==> config.mk <==
export PLATFORM = sky130hd
export DESIGN_NAME = trimmed_mean_adc_filter_core
export DESIGN_NICKNAME = d
export VERILOG_FILES = /design/src/rtl/tmaf_pkg.sv /design/src/rtl/trimmed_mean_adc_filter_core.sv
export SDC_FILE = /design/constraint.sdc
export NUM_CORES = 1
export LEC_CHECK = 0
export BUFFER_PORTS_ARGS = -buffer_cell sky130_fd_sc_hd__buf_2
export CAP_MARGIN = 10
export CORE_MARGIN = 4
export CORE_UTILIZATION = 30
export DETAILED_ROUTE_END_ITERATION = 8
export PLACE_DENSITY_LB_ADDON = 0.05
export SLEW_MARGIN = 20
export SYNTH_ARGS = -nofsm -noshare
export SYNTH_HDL_FRONTEND = slang
export SYNTH_SLANG_ARGS = --single-unit
==> constraint.sdc <==
create_clock -name clk_i -period 8.53 [get_ports clk_i]
set_clock_uncertainty 0.05 [all_clocks]
set_input_delay 0.853 -clock clk_i [delete_from_list [all_inputs] [get_ports clk_i]]
set_output_delay 0.853 -clock clk_i [all_outputs]
set_load 0.1 [all_outputs]
==> src/rtl/tmaf_pkg.sv <==
// Package with the constants shared by the trimmed-mean ADC filter.
package tmaf_pkg;

  localparam int unsigned ChannelCountDefault = 4;

  localparam int unsigned ChannelW = 2;
  localparam int unsigned SampleW  = 12;
  localparam int unsigned GainW    = 4;
  localparam int unsigned ValueW   = 15;
  localparam int unsigned CountW   = 4;
  localparam int unsigned SumW     = 16;
  localparam int unsigned MeanW    = SumW - 3;
  localparam int unsigned ProdW    = MeanW + GainW;

  // Block of ten samples, the smallest and largest dropped, eight kept.
  localparam logic [CountW-1:0]  LastCount  = CountW'(9);
  localparam int unsigned        KeptShift  = 3;
  localparam logic [SampleW-1:0] SampleMax  = '1;
  localparam logic [GainW-1:0]   GainReset  = GainW'(1);
  localparam logic [ValueW-1:0]  ValueMax   = '1;

  localparam int unsigned DataW  = 16;
  localparam int unsigned ApbAddrW = 2;
  localparam int unsigned ApbDataW = 32;

endpackage

==> src/rtl/trimmed_mean_adc_filter_core.sv <==
// Top level of the per-channel trimmed-mean (olympic) ADC filter.
//
//  channel     dir  width  accepted when                     content
//  s_axis      in   16+2   s_axis_tvalid & s_axis_tready     one ADC sample and its channel
//  m_axis      out  16+2   m_axis_tvalid & m_axis_tready     one filtered value and its channel
//  apb         in   2/32   psel & penable & pwrite & pready  output_gain register at address 0
//
// A sample transfer is taken into an input register. From there the channel's count,
// running sum, minimum and maximum are read, updated and written back, so a new sample can
// be taken every cycle, even for the same channel, unless a finished block waits for room.
// On the tenth sample of a channel the trimmed mean goes to a middle register, is
// multiplied by the gain and lands in the output register.
// Reset clears every channel's block and sets the gain to one. A stalled output only holds
// back a sample that completes a block while the middle and output registers are both full;
// while it waits, no new sample is taken.
module trimmed_mean_adc_filter_core #(
  parameter int unsigned CHANNEL_COUNT = tmaf_pkg::ChannelCountDefault
) (
  input  logic                          clk_i,
  input  logic                          rst_ni,
  // Sample stream.
  input  logic                          s_axis_tvalid,
  output logic                          s_axis_tready,
  input  logic [tmaf_pkg::DataW-1:0]    s_axis_tdata,   // [11:0] sample, [15:12] zero
  input  logic [tmaf_pkg::ChannelW-1:0] s_axis_tuser,   // [1:0] channel
  // Result stream.
  output logic                          m_axis_tvalid,
  input  logic                          m_axis_tready,
  output logic [tmaf_pkg::DataW-1:0]    m_axis_tdata,   // [14:0] filtered_value, [15] zero
  output logic [tmaf_pkg::ChannelW-1:0] m_axis_tuser,   // [1:0] out_channel
  // Configuration port.
  input  logic                          psel,
  input  logic                          penable,
  input  logic                          pwrite,
  input  logic [tmaf_pkg::ApbAddrW-1:0] paddr,
  input  logic [tmaf_pkg::ApbDataW-1:0] pwdata,
  output logic [tmaf_pkg::ApbDataW-1:0] prdata,
  output logic                          pready
);
  import tmaf_pkg::*;

  // Wide enough to compare a channel number with any channel index in range.
  localparam int unsigned ChCmpW = 5;

  // Configuration. There is a single register, so the address is not decoded.
  logic [GainW-1:0] gain_q;
  logic             cfg_write;

  assign pready    = 1'b1;
  assign cfg_write = psel && penable && pwrite && pready;
  assign prdata    = {{(ApbDataW-GainW){1'b0}}, gain_q};

  always_ff @(posedge clk_i or negedge rst_ni) begin
    if (!rst_ni) begin
      gain_q <= GainReset;
    end else if (cfg_write) begin
      gain_q <= pwdata[GainW-1:0];
    end
  end

  // Per-channel block state.
  logic [CountW-1:0]  count_q [CHANNEL_COUNT];
  logic [SumW-1:0]    sum_q   [CHANNEL_COUNT];
  logic [SampleW-1:0] min_q   [CHANNEL_COUNT];
  logic [SampleW-1:0] max_q   [CHANNEL_COUNT];

  // Pipeline registers.
  logic                r_valid_q;
  logic [ChannelW-1:0] r_ch_q;
  logic [SampleW-1:0]  r_sample_q;
  logic                p_valid_q;
  logic [ChannelW-1:0] p_ch_q;
  logic [MeanW-1:0]    p_mean_q;
  logic                o_valid_q;
  logic [ChannelW-1:0] o_ch_q;
  logic [ValueW-1:0]   o_value_q;

  // Read of the addressed channel's state.
  logic [CHANNEL_COUNT-1:0] hit;
  logic                     ch_present;
  logic [CountW-1:0]        cur_count;
  logic [SumW-1:0]          cur_sum;
  logic [SampleW-1:0]       cur_min;
  logic [SampleW-1:0]       cur_max;

  always_comb begin
    cur_count = '0;
    cur_sum   = '0;
    cur_min   = '0;
    cur_max   = '0;
    for (int c = 0; c < CHANNEL_COUNT; c++) begin
      hit[c] = ({{(ChCmpW-ChannelW){1'b0}}, r_ch_q} == ChCmpW'(c));
      if (hit[c]) begin
        cur_count = count_q[c];
        cur_sum   = sum_q[c];
        cur_min   = min_q[c];
        cur_max   = max_q[c];
      end
    end
  end

  assign ch_present = |hit;

  // Update of the block with the registered sample.
  logic [SumW-1:0]    new_sum;
  logic [SampleW-1:0] new_min;
  logic [SampleW-1:0] new_max;
  logic [SumW-1:0]    trimmed;
  logic               block_done;

  assign new_sum    = cur_sum + {{(SumW-SampleW){1'b0}}, r_sample_q};
  assign new_min    = (r_sample_q < cur_min) ? r_sample_q : cur_min;
  assign new_max    = (r_sample_q > cur_max) ? r_sample_q : cur_max;
  assign trimmed    = new_sum - {{(SumW-SampleW){1'b0}}, new_min}
                              - {{(SumW-SampleW){1'b0}}, new_max};
  assign block_done = ch_present && (cur_count == LastCount);

  // Handshake chain. A sample that completes no block never waits for the result side.
  logic o_free;
  logic p_free;
  logic r_go;
  logic s_take;

  assign o_free        = !o_valid_q || m_axis_tready;
  assign p_free        = !p_valid_q || o_free;
  assign r_go          = r_valid_q && (!block_done || p_free);
  assign s_axis_tready = !r_valid_q || r_go;
  assign s_take        = s_axis_tvalid && s_axis_tready;

  always_ff @(posedge clk_i or negedge rst_ni) begin
    if (!rst_ni) begin
      for (int c = 0; c < CHANNEL_COUNT; c++) begin
        count_q[c] <= '0;
        sum_q[c]   <= '0;
        min_q[c]   <= SampleMax;
        max_q[c]   <= '0;
      end
    end else if (r_go) begin
      for (int c = 0; c < CHANNEL_COUNT; c++) begin
        if (hit[c]) begin
          if (block_done) begin
            count_q[c] <= '0;
            sum_q[c]   <= '0;
            min_q[c]   <= SampleMax;
            max_q[c]   <= '0;
          end else begin
            count_q[c] <= cur_count + CountW'(1);
            sum_q[c]   <= new_sum;
            min_q[c]   <= new_min;
            max_q[c]   <= new_max;
          end
        end
      end
    end
  end

  // Gain multiply with saturation to the output width.
  logic [ProdW-1:0] product;
  logic [ValueW-1:0] value_sat;

  assign product   = {{GainW{1'b0}}, p_mean_q} * {{MeanW{1'b0}}, gain_q};
  assign value_sat = (product > {{(ProdW-ValueW){1'b0}}, ValueMax}) ? ValueMax
                                                                    : product[ValueW-1:0];

  // Valid bits of the three stages.
  always_ff @(posedge clk_i or negedge rst_ni) begin
    if (!rst_ni) begin
      r_valid_q <= 1'b0;
      p_valid_q <= 1'b0;
      o_valid_q <= 1'b0;
    end else begin
      if (s_axis_tready) begin
        r_valid_q <= s_axis_tvalid;
      end
      if (p_free) begin
        p_valid_q <= r_go && block_done;
      end
      if (o_free) begin
        o_valid_q <= p_valid_q;
      end
    end
  end

  // Payload registers.
  always_ff @(posedge clk_i) begin
    if (s_take) begin
      r_ch_q     <= s_axis_tuser;
      r_sample_q <= s_axis_tdata[SampleW-1:0];
    end
    if (r_go && block_done) begin
      p_ch_q   <= r_ch_q;
      p_mean_q <= trimmed[SumW-1:KeptShift];
    end
    if (o_free && p_valid_q) begin
      o_ch_q    <= p_ch_q;
      o_value_q <= value_sat;
    end
  end

  assign m_axis_tvalid = o_valid_q;
  assign m_axis_tuser  = o_ch_q;
  assign m_axis_tdata  = {{(DataW-ValueW){1'b0}}, o_value_q};

  // Assertions.
  a_gain_write : assert property (@(posedge clk_i) disable iff (!rst_ni)
    cfg_write |=> prdata[GainW-1:0] == $past(pwdata[GainW-1:0]))
    else $error("gain register did not take the written value");

  a_done_needs_room : assert property (@(posedge clk_i) disable iff (!rst_ni)
    (r_go && block_done) |-> p_free)
    else $error("finished block advanced into a full middle stage");

  for (genvar g = 0; g < CHANNEL_COUNT; g++) begin : g_chk
    a_count_range : assert property (@(posedge clk_i) disable iff (!rst_ni)
      count_q[g] <= LastCount)
      else $error("channel sample count ran past the block length");

    a_min_le_max : assert property (@(posedge clk_i) disable iff (!rst_ni)
      (count_q[g] != '0) |-> (min_q[g] <= max_q[g]))
      else $error("channel minimum above maximum in a started block");

    a_sum_covers : assert property (@(posedge clk_i) disable iff (!rst_ni)
      (count_q[g] > CountW'(1)) |->
        ({1'b0, sum_q[g]} >= ({5'b0, min_q[g]} + {5'b0, max_q[g]})))
      else $error("channel sum smaller than minimum plus maximum");
  end

endmodule

After elaboration in Yosys (flattened, before gate mapping)
Index checks and enable logic that the tools add are counted.
{"block": "op_classes", "addsub": 4, "n_eq_ne": 4, "muxes": 22, "n_reduce_logical": 21, "order_cmp": 3, "n_mul": 1}
{"operator": "$mux W12", "count": 12}
{"operator": "$mux W16", "count": 5}
{"operator": "$sub A16 B12 Y16", "count": 2}
{"operator": "$mux W4", "count": 5}
{"operator": "$gt A17 B15 Y1 const B", "count": 1}
{"operator": "$mul A13 B4 Y17", "count": 1}
{"operator": "$add A16 B12 Y16", "count": 1}
{"operator": "$gt A12 B12 Y1", "count": 1}
{"operator": "$lt A12 B12 Y1", "count": 1}
{"operator": "$reduce_and A2 Y1", "count": 4}
{"operator": "$logic_and A1 B1 Y1", "count": 7}
{"operator": "$add A4 B1 Y4 const B", "count": 1}
{"operator": "$eq A2 B2 Y1 const B", "count": 2}
{"operator": "$eq A4 B4 Y1 const B", "count": 1}
{"operator": "$logic_not A1 Y1", "count": 4}
{"operator": "$logic_or A1 B1 Y1", "count": 4}
{"operator": "$reduce_or A4 Y1", "count": 1}
{"operator": "$eq A2 B1 Y1 const B", "count": 1}
{"operator": "$logic_not A2 Y1", "count": 1}
{"block": "word_totals", "out_inout_bits": 53, "wordCells": 81, "regBits": 229, "input_bits": 59}

Depth between registers and ports, before layout
Gate-level depths: netlist of run 1.
{"block": "depth", "ltp_word": 12, "ltp_mapped": 24, "mapped_depth_nobuf": 20}

Worst setup path before layout of run 1
No wires, ideal clock.
{"block": "synth_timing", "path_type": "register to register", "startpoint": "reg r_ch_q[0]", "endpoint": "reg p_mean_q[12], data pin", "required_time_ns": 8.216, "path_stages_with_launch": 24, "setup_ns": 0.264, "t_arrival_ns": 5.621, "path_slack_ns": 2.594, "period_less_slack_ns": 5.936, "n_path_buf": 4, "cell_sequence": "edfxtp_1 > buf_4 > buf_2 > buf_2 > mux4_2 > inv_1 > ha_1 > and3_1 > a221o_1 > a221o_1 > o22a_1 > buf_2 > mux2i_1 > inv_1 > fa_1 > inv_1 > ha_1 > o21a_1 > nor2_1 > a31oi_1 > a221o_1 > a41o_1 > nor4b_2 > xnor2_1"}
{"block": "synth_between", "elab_chain_cells": 9, "word_cells_on_any_way": 23, "cone_classes": "add/sub (3); order compare (2); eq/ne (3); mux (14); reduce/logical (1)"}
{"item": "from (decl)", "line_no": "trimmed_mean_adc_filter_core.sv:69", "text": "logic [ChannelW-1:0] r_ch_q;"}
{"item": "from (signal assigned)", "line_no": "trimmed_mean_adc_filter_core.sv:187", "text": "r_ch_q <= s_axis_tuser;"}
{"item": "$logic_not A2 Y1", "line_no": "trimmed_mean_adc_filter_core.sv:92", "text": "hit[c] = ({{(ChCmpW-ChannelW){1'b0}}, r_ch_q} == ChCmpW'(c));"}
{"item": "$mux W12 (4 in a row)", "line_no": "trimmed_mean_adc_filter_core.sv:93", "text": "if (hit[c]) begin"}
{"item": "$lt A12 B12 Y1", "line_no": "trimmed_mean_adc_filter_core.sv:112", "text": "assign new_min = (r_sample_q < cur_min) ? r_sample_q : cur_min;"}
{"item": "$mux W12", "line_no": "trimmed_mean_adc_filter_core.sv:112"}
{"item": "$sub A16 B12 Y16", "line_no": "trimmed_mean_adc_filter_core.sv:114", "text": "assign trimmed = new_sum - {{(SumW-SampleW){1'b0}}, new_min}"}
{"item": "$sub A16 B12 Y16 (*)", "line_no": "trimmed_mean_adc_filter_core.sv:115", "text": "- {{(SumW-SampleW){1'b0}}, new_max};"}
{"item": "named net trimmed[15]", "line_no": "trimmed_mean_adc_filter_core.sv:108", "text": "logic [SumW-1:0] trimmed;"}
{"item": "to (signal assigned)", "line_no": "trimmed_mean_adc_filter_core.sv:192", "text": "p_mean_q <= trimmed[SumW-1:KeptShift];"}
{"item": "to (decl)", "line_no": "trimmed_mean_adc_filter_core.sv:73", "text": "logic [MeanW-1:0] p_mean_q;"}
The timed path passes the listed nets; every way through them passes the cells marked *.
A chain may end at the register's enable or synchronous reset.

Worst setup path after layout of run 1
Ends and elaborated chain as after synthesis.

==> impl_metrics.csv, run 1 <==
group,metric,value,unit
setup_path,crit_end,"p_mean_q[12]",
placed_design,post_dp_cell_area,14000,um2
grt,grt_usage,0.1561,
cts,cts-root-buf,"clkbuf_16",
detailed_routing,wire_per_inst,19.47,um
detailed_routing,routed_wirelength,36.79,mm
cts,numCtsBuffers,30,
power,cellLeakagePower,6.726,nW
detailed_routing,drt_iter0_drc,469,
timing,rsz0062_at_grt,"no",
yosys,synth.distinct_cells,67,
detailed_routing,via_per_inst,4.707,
grt,grt_pass1_vias,9426,
timing,finalCritPeriodShare,0.7587,
timing,layout_min_cycle_time,6472,ps
timing,worst_pin_slew,1089,ps
timing,fmax,154.5,MHz
timing,maxSlewViolCount,0,
setup_path,critPathArrivalTime,6730,ps
yosys,synth_area,13230,um2
setup_path,end_kind,"register",
floorplanning,initial_core_util,0.3050,
cts,cts_tree,"built",
setup_path,timing.rr.end,"p_mean_q[12]",
power,ir_drop,0.0002594,V
timing,layout_setup_ws,2058,ps
floorplanning,fp.dieArea,47510,um2
power,p_total,6.529,mW
placed_design,place.gp.congestion,0.7706,
layout,area_growth,13.12,%
yosys,synth_async_sr_flop_share,0.7991,
layout,num-fill-cells,4435,
yosys,synth_top_area_cell,"dfrtp_1",
timing,relSlewSlack,0.2714,
setup_path,required,8790,ps
cts,cts_resized,0,
layout,layout_commonest_cell,"nand2_1",
layout,finish.utilization,0.3450,
setup_path,cp_max_fo,52,
yosys,synth_edf_count,46,
setup_path,startpoint_type,"register",
setup_path,timing.rr.start,"r_ch_q[0]",
yosys,ys_seq_area_frac,0.4553,
timing,finalSetupTns,0,ps
yosys,netlist_instances,1238,
yosys,yosysWarnings,0,
floorplanning,die-height,218.0,um
layout,layout_common_cells,"nand2_1, dfrtp_1, o21ai_0",
yosys,synth_area_leaders,"dfrtp_1, edfxtp_1, dfstp_2, mux4_2, ha_1",
floorplanning,core_area,43360,um2
setup_path,crit_type,"reg2reg",
layout,drive_gt1_frac,0.1870,
cts,cts_hold_buf,0,
detailed_routing,final_antenna_net_count,0,
yosys,postSynthAreaPerCell,10.68,um2
yosys,yosys_register_bits,229,
grt,antenna_found_initial,0,
power,powerDensity,436.4,nW/um2
placed_design,place_ws,2026,ps
layout,n_antenna_cell,0,
placed_design,hpwlAfterDp,25.14,mm
floorplanning,die_x,218.0,um
timing,setup_viol_count_final,0,
yosys,yosys_most_used_dff,"dfrtp_1",
run_status,status,"finished, final reports clean",
cts,cts_sinks,229,
floorplanning,rows,76,
job,drv_cap,0,
cts,cts_buffer_depth,3,
layout,fin_nets,1445,
cts,cts_setup_buffers,0,
detailed_routing,vias,8897,
cts,clock_latency,580,ps
min_path,hp-class,"in2async",
timing,whs,224.6,ps
timing,hold_violations,0,
yosys,synth_top_area_share,0.2535,
layout,final_cells,1890,
grt,grt_start_max_net_pins,64,
layout,design_area,14960,um2
detailed_routing,dr.pass1.iters,4,
floorplanning,io_pins,112,
setup_path,r2r_cells,20,
setup_path,r2r_setup_slack,2060,ps
setup_path,startpoint,"r_ch_q[0]",
placed_design,portBuffers,47,
cts,htree_levels,1,
grt,grt_pass1_wl,57.49,mm
grt,gr-total-overflow,0,
detailed_routing,post-route-drc-count,0,
placed_design,dp.cells,1834,
cts,path_clk_slew,60,ps
worst min-delay path by stage:
stage,start,endpoint,slack [ps],cells past startpoint
finish,rst_ni,sum_q[16],220,1
global route,rst_ni,sum_q[16],240,1
CTS,rst_ni,sum_q[16],210,1
detailed placement,p_ch_q[0],m_axis_tuser[0],360,0
global placement,p_ch_q[1],m_axis_tuser[1],360,0
floorplan,p_ch_q[0],m_axis_tuser[0],350,0
metal layers:
metal  part of all wire  vias to the layer above  GRT usage
met1               0.49                     4443     0.2226
met3              0.028                       45    0.01992
li1                   -                     4302          -
met5                  0                        -          0
met2               0.47                      107     0.2570
met4              0.020                        0    0.03139
worst max-delay path, cell delays in order, from the launching register on:
cell and delay [ps]:
edfxtp_1 370, buf_12 350, mux4_2 620, inv_1 80, ha_1 210, and4_1 220
a21oi_1 140, a31oi_1 110, a211oi_2 620, mux2i_1 760, inv_1 180, fa_1 560
inv_1 40, ha_1 330, o21a_1 200, nor2_1 90, a31oi_1 90, a221o_1 420
a41o_1 310, nor4b_2 250, xnor2_1 90
cell usage after synthesis (all sizes together), types with 4 or more instances:
| master | number |
|---|---|
| xor2 | 15 |
| nand2 | 232 |
| mux2 | 22 |
| mux2i | 25 |
| xnor2 | 18 |
| a21oi | 75 |
| nor2 | 78 |
| a211oi | 4 |
| dfstp | 49 |
| and3 | 5 |
| edfxtp | 46 |
| o21a | 10 |
| and2 | 25 |
| nor2b | 8 |
| o21ai | 103 |
| a21o | 16 |
| mux4 | 44 |
| clkbuf | 22 |
| fa | 33 |
| inv | 67 |
| nand3 | 5 |
| o31ai | 6 |
| ha | 72 |
| nor3 | 5 |
| nand2b | 11 |
| buf | 61 |
| dfrtp | 134 |
layout make-up:
| cell class | count | area (um2) | share of cell area |
|---|---|---|---|
| Tap cell | 585 | 732.0 | 0.04892 |
| Clock inverter | 5 | 63.81 | 0.004265 |
| Timing Repair Buffer | 66 | 399.1 | 0.02668 |
| Clock buffer | 51 | 899.6 | 0.06013 |
| Sequential cell | 229 | 6022 | 0.4025 |
| Inverter | 67 | 251.5 | 0.01681 |
| Multi-Input combinational cell | 887 | 6594 | 0.4407 |
report_power, final:
part	switching, mW	internal (mW)	total [mW]
sequential	0.217	1.72	1.94
clock	0.487	0.740	1.23
combinational	1.95	1.41	3.37
total	2.66	3.87	6.53
cell families after synthesis:
| kind of cell | share of synthesized area |
|---|---|
| and+or+nand+nor | 0.1287 |
| AOI/OAI and AO/OA | 0.1047 |
| DFF | 0.4553 |
| buffers and inverters | 0.05534 |
| adders and majority gates | 0.1181 |
| muxes | 0.1154 |
| xor gates and xnor gates | 0.02185 |
| other | 0.0005678 |
state kept, by name (all words and copies together) (netlist names), 4 cells and up:
signal and count:
gain_q 4, sum_q 64, min_q 48, count_q 16
max_q 48, p_mean_q 13, r_sample_q 12, o_value_q 15
Power figures use the tool's default switching activity.
==> run 2: changes to the inputs <==
==> constraint.sdc (replaced) <==
create_clock -name clk_i -period 6 [get_ports clk_i]
set_clock_uncertainty 0.05 [all_clocks]
set_input_delay 0.6 -clock clk_i [delete_from_list [all_inputs] [get_ports clk_i]]
set_output_delay 0.6 -clock clk_i [all_outputs]
set_load 0.1 [all_outputs]
==> run 2 against run 1 <==
Net effect: critical path depth shrank 2; clock power grew 41%; sequential power up 42%; cell count grew 2.0%; setup slack lost 1800 ps; largest power group unchanged.
==> impl_metrics.csv, run 2 (synthesized netlist as in run 1, its figures left out) <==
group,metric,value,unit
run_status,status,"finished, final reports clean",
cts,path_clk_slew,60,ps
power,internal-power,5.814,mW
layout,top_register,"sum_q",
placed_design,place.gp.congestion,0.7813,
layout,n_antenna_cell,0,
power,power_switching,3.972,mW
setup_path,timing.rr.start,"r_ch_q[0]",
setup_path,cp_max_fo,11,
placed_design,hpwlAfterDp,26.35,mm
detailed_routing,wire_per_inst,19.27,um
layout,area_growth,15.91,%
detailed_routing,drt_iter0_drc,548,
setup_path,max_stage_delay,550,ps
power,seqPwrFrac,0.281,
setup_path,r2r_cells,18,
floorplanning,rows,76,
power,combPwrFrac,0.541,
cts,cts_hold_buf,0,
detailed_routing,via_per_inst,4.718,
floorplanning,initial_core_util,0.3050,
cts,cts_sinks,229,
layout,drive_gt1_frac,0.2197,
layout,finish.utilization,0.3536,
grt,grt_start_max_net_pins,101,
detailed_routing,dr.pass1.iters,5,
cts,clock_latency,570,ps
power,ir_drop,0.0003325,V
setup_path,cpMostUsedCell,"a221o_1",
setup_path,required,6260,ps
cts,numCtsBuffers,29,
floorplanning,core_area,43360,um2
cts,cts_buffer_depth,3,
timing,layout_min_cycle_time,5727,ps
grt,grt_pass1_vias,9369,
layout,top_regs,"sum_q x64, max_q x48, min_q x48",
cts,htree_levels,1,
cts,cts_tree,"built",
layout,largest_reg_flops,64,
grt,gr-total-overflow,0,
timing,finalCritPeriodShare,0.9545,
placed_design,portBuffers,47,
timing,setup_viol_count_final,0,
grt,grt_usage,0.1593,
timing,worst_pin_slew,1040,ps
setup_path,timing.rr.end,"p_mean_q[11]",
timing,maxSlewViolCount,0,
detailed_routing,final_antenna_net_count,0,
detailed_routing,vias,9097,
power,cellLeakagePower,6.943,nW
layout,regArea,6022,um2
floorplanning,io_pins,112,
power,sw_frac_of_total,0.4059,
setup_path,path_cells,"buf_12 -> mux4_2 -> inv_1 -> ha_1 -> and3_1 -> a221o_1 -> a221o_1 -> o22a_1 -> buf_4 -> mux2i_1 -> fa_1 -> ha_1 -> a21o_1 -> a221o_1 -> a41o_1 -> buf_4 -> nor2b_1 -> xnor2_1",
detailed_routing,post-route-drc-count,0,
floorplanning,fp.dieArea,47510,um2
cts,cts-root-buf,"clkbuf_16",
layout,fin_nets,1484,
setup_path,critPathArrivalTime,5990,ps
min_path,hp-class,"in2async",
floorplanning,die_x,218.0,um
timing,whs,117.2,ps
detailed_routing,routed_wirelength,37.16,mm
layout,num-fill-cells,4462,
setup_path,end_kind,"register",
setup_path,startpoint_type,"register",
setup_path,r2r_setup_slack,270,ps
grt,antenna_found_initial,0,
power,powerDensity,638.3,nW/um2
setup_path,cp_slowest_cell,"mux4_2",
layout,layout_common_cells,"nand2_1, dfrtp_1, o21ai_0",
timing,hold_violations,0,
setup_path,crit_type,"reg2reg",
floorplanning,die-height,218.0,um
grt,grt_pass1_wl,58.59,mm
timing,relSlewSlack,0.3040,
power,clock_power_share,0.178,
job,drv_cap,0,
layout,layout_commonest_cell,"nand2_1",
timing,fmax,174.6,MHz
layout,multi_input_area,6610,um2
[run 2: power by group through the flow]
stage / Sequential, mW / Combinational (mW) / Clock, mW
6_report: 2.75 / 5.29 / 1.74
5_1_grt: 2.83 / 6.01 / 1.87
4_1_cts: 2.76 / 5.40 / 1.81
3_5_place_dp: 2.78 / 5.37 / 0
3_3_place_gp: 2.77 / 5.35 / 0
2_1_floorplan: 2.73 / 3.63 / 0
[run 2: critical path, delay by kind of cell (launching register included)]
family,cells,cell delay (ps)
buffers and inverters,4,600
flip-flops,1,370
adder cells (fa/ha/maj),3,1120
multiplexers,2,1080
AO/OA/AOI/OAI,6,1830
AND/OR/NAND/NOR,2,320
XOR/XNOR,1,70
[run 2: through the flow]
stage	cell area (um2)	worst slack, ps	power (mW)	std cells	TNS (ps)
floorplan	13330	64.39	6.368	1266	0
global placement	14340	240.4	8.126	1873	0
detailed placement	14340	239.6	8.150	1873	0
CTS	15300	208.0	9.974	1927	0
global route	15330	-1.803	10.70	1928	-2.481
finish	15330	273.0	9.786	1928	0
[run 2: what timing repair did]
| item | CTS | global route |
|---|---|---|
| resized for setup | 0 | 5 |
| setup buffers | 0 | 1 |
| endpoints found under the setup margin | 0 | 4 |
[run 2: cell type report]
| class | count | area share |
|---|---|---|
| inverters | 67 | 0.01640 |
| clock buffers | 43 | 0.05737 |
| well taps | 585 | 0.04774 |
| clock inverters | 11 | 0.005631 |
| repair buffers | 106 | 0.04889 |
| multi-input cells | 887 | 0.4312 |
| flip-flops and latches | 229 | 0.3928 |
[run 2: worst max path at each step]
stage / from / end / slack [ps] / cells past startpoint
5_1_grt: r_ch_q[0] / p_mean_q[11] / -2 / 24
3_5_place_dp: r_ch_q[0] / p_mean_q[12] / 240 / 18
6_report: r_ch_q[0] / p_mean_q[11] / 270 / 18
2_1_floorplan: r_ch_q[0] / p_mean_q[12] / 60 / 23
3_3_place_gp: r_ch_q[0] / p_mean_q[12] / 240 / 22
4_1_cts: r_ch_q[0] / p_mean_q[11] / 210 / 19
[run 2: layer usage]
metal	GRT usage	wire length [um]
met3	0.02090	1008
met5	0	0
met4	0.02802	673
met2	0.2569	16990
met1	0.2331	18490
==> run 3: changes to the inputs <==
==> constraint.sdc (replaced) <==
create_clock -name clk_i -period 7.09 [get_ports clk_i]
set_clock_uncertainty 0.05 [all_clocks]
set_input_delay 0.709 -clock clk_i [delete_from_list [all_inputs] [get_ports clk_i]]
set_output_delay 0.709 -clock clk_i [all_outputs]
set_load 0.1 [all_outputs]
==> run 3 against run 2 <==
Net effect: register-to-register slack gained 500 ps; global-route usage rose by 0.11 points; die area unchanged; power down 18%; first-iteration DRC count decreased by 22%; hold slack got worse by 9.5 ps; via count shrank 0.19%; cell count is 1.3% lower; core utilization shrank 0.62 points; fmax shrank 9.3%; non-clock buffer count decreased by 28; critical path type unchanged.
==> impl_metrics.csv, run 3 (synthesized netlist as in run 1, its figures left out) <==
group,metric,value,unit
run_status,status,"finished, final reports clean",
layout,top_register,"sum_q",
layout,fin_nets,1457,
setup_path,startpoint_type,"register",
setup_path,cp_max_fo,12,
detailed_routing,vias,9080,
grt,grt_pass1_wl,58.73,mm
timing,fmax,158.4,MHz
setup_path,critPathArrivalTime,6560,ps
cts,cts_tree,"built",
placed_design,post_dp_cell_area,14100,um2
layout,area_growth,13.87,%
layout,layout_common_cells,"nand2_1, dfrtp_1, o21ai_0",
detailed_routing,drt_iter0_drc,425,
layout,n_antenna_cell,0,
power,ir_drop,0.0003727,V
grt,grt_pass1_vias,9355,
detailed_routing,final_antenna_net_count,0,
floorplanning,fp.dieArea,47510,um2
grt,grt_start_max_net_pins,66,
floorplanning,die-height,218.0,um
setup_path,required,7340,ps
cts,cts_buffer_depth,3,
cts,cts_resized,0,
detailed_routing,routed_wirelength,37.90,mm
grt,gr-total-overflow,0,
job,drv_cap,0,
detailed_routing,wire_per_inst,19.93,um
timing,relSlewSlack,0.4052,
timing,rsz0062_at_grt,"no",
layout,design_area,15060,um2
min_path,hp-class,"in2async",
timing,layout_min_cycle_time,6314,ps
detailed_routing,dr.pass1.iters,4,
detailed_routing,via_per_inst,4.774,
setup_path,end_kind,"register",
grt,antenna_found_initial,0,
timing,layout_setup_ws,775.7,ps
detailed_routing,post-route-drc-count,0,
timing,maxSlewViolCount,0,
timing,worst_pin_slew,892.2,ps
setup_path,crit_type,"reg2reg",
layout,drive_gt1_frac,0.1951,
timing,setup_viol_count_final,0,
cts,cts_hold_buf,0,
placed_design,place.gp.congestion,0.7810,
cts,htree_levels,1,
floorplanning,initial_core_util,0.3050,
power,cellLeakagePower,6.793,nW
floorplanning,die_x,218.0,um
layout,layout_commonest_cell,"nand2_1",
layout,top_regs,"sum_q x64, max_q x48, min_q x48",
placed_design,place_ws,721.6,ps
cts,cts_setup_buffers,0,
cts,numCtsBuffers,30,
timing,hold_violations,0,
placed_design,portBuffers,47,
cts,cts_sinks,229,
timing,finalCritPeriodShare,0.8906,
power,powerDensity,531.1,nW/um2
floorplanning,core_area,43360,um2
grt,grt_usage,0.1604,
timing,finalSetupTns,0,ps
cts,clock_latency,580,ps
layout,finish.utilization,0.3473,
floorplanning,rows,76,
cts,cts-root-buf,"clkbuf_16",
layout,largest_reg_flops,64,
floorplanning,io_pins,112,
cts,path_clk_slew,60,ps
placed_design,hpwlAfterDp,26.33,mm
run 3: stage by stage:
stage	power, mW	hold slack (ps)	cells
2_1_floorplan	5.389	350.3	1266
3_3_place_gp	6.614	370.0	1846
3_5_place_dp	6.619	366.3	1846
4_1_cts	8.161	83.25	1902
5_1_grt	8.728	115.2	1902
6_report	7.998	107.7	1902
run 3: layer usage:
layer  global-route usage  share of wire
met5                    0              0
met4              0.03244          0.017
met2               0.2583           0.46
met1               0.2334           0.48
met3              0.02090          0.036
run 3: cell type report:
type	count	area [um2]
fillers	4475	28300
multi-input cells	887	6591
flip-flops and latches	229	6022
clock buffers	48	878.3
well taps	585	732.0
repair buffers	78	501.7
inverters	67	251.5
clock inverters	8	83.83
run 3: worst paths after layout:
| kind | from | end | slack, ps | depth (start not counted) |
|---|---|---|---|---|
| max | r_ch_q[1] | p_mean_q[12] | 780 | 17 |
| min | rst_ni | sum_q[40] | 110 | 1 |
| max reg2reg | r_ch_q[1] | p_mean_q[12] | 780 | 17 |
| min reg2reg | p_ch_q[0] | m_axis_tuser[0] | 370 | 0 |
| max in group asynchronous | rst_ni | gain_q[3] | 5650 | 2 |
| min in group clk_i | s_axis_tdata[7] | r_sample_q[7] | 260 | 1 |
run 3: worst max-delay path: stages (launching register included):
cell and delay, ps:
edfxtp_1 910, mux4_2 460, inv_1 90, ha_1 230, and3_1 170, a221o_1 350
a221o_1 360, o22a_1 470, mux2i_1 630, fa_1 530, ha_1 360, a21o_1 170
nand2_1 60, a31oi_1 120, a221o_1 420, a41o_1 310, nor4b_2 250, xnor2_1 110
run 3: where the power goes:
part	internal, mW	switching [mW]
clock network	0.882	0.600
registers	2.07	0.269
logic	1.72	2.46
total	4.67	3.33
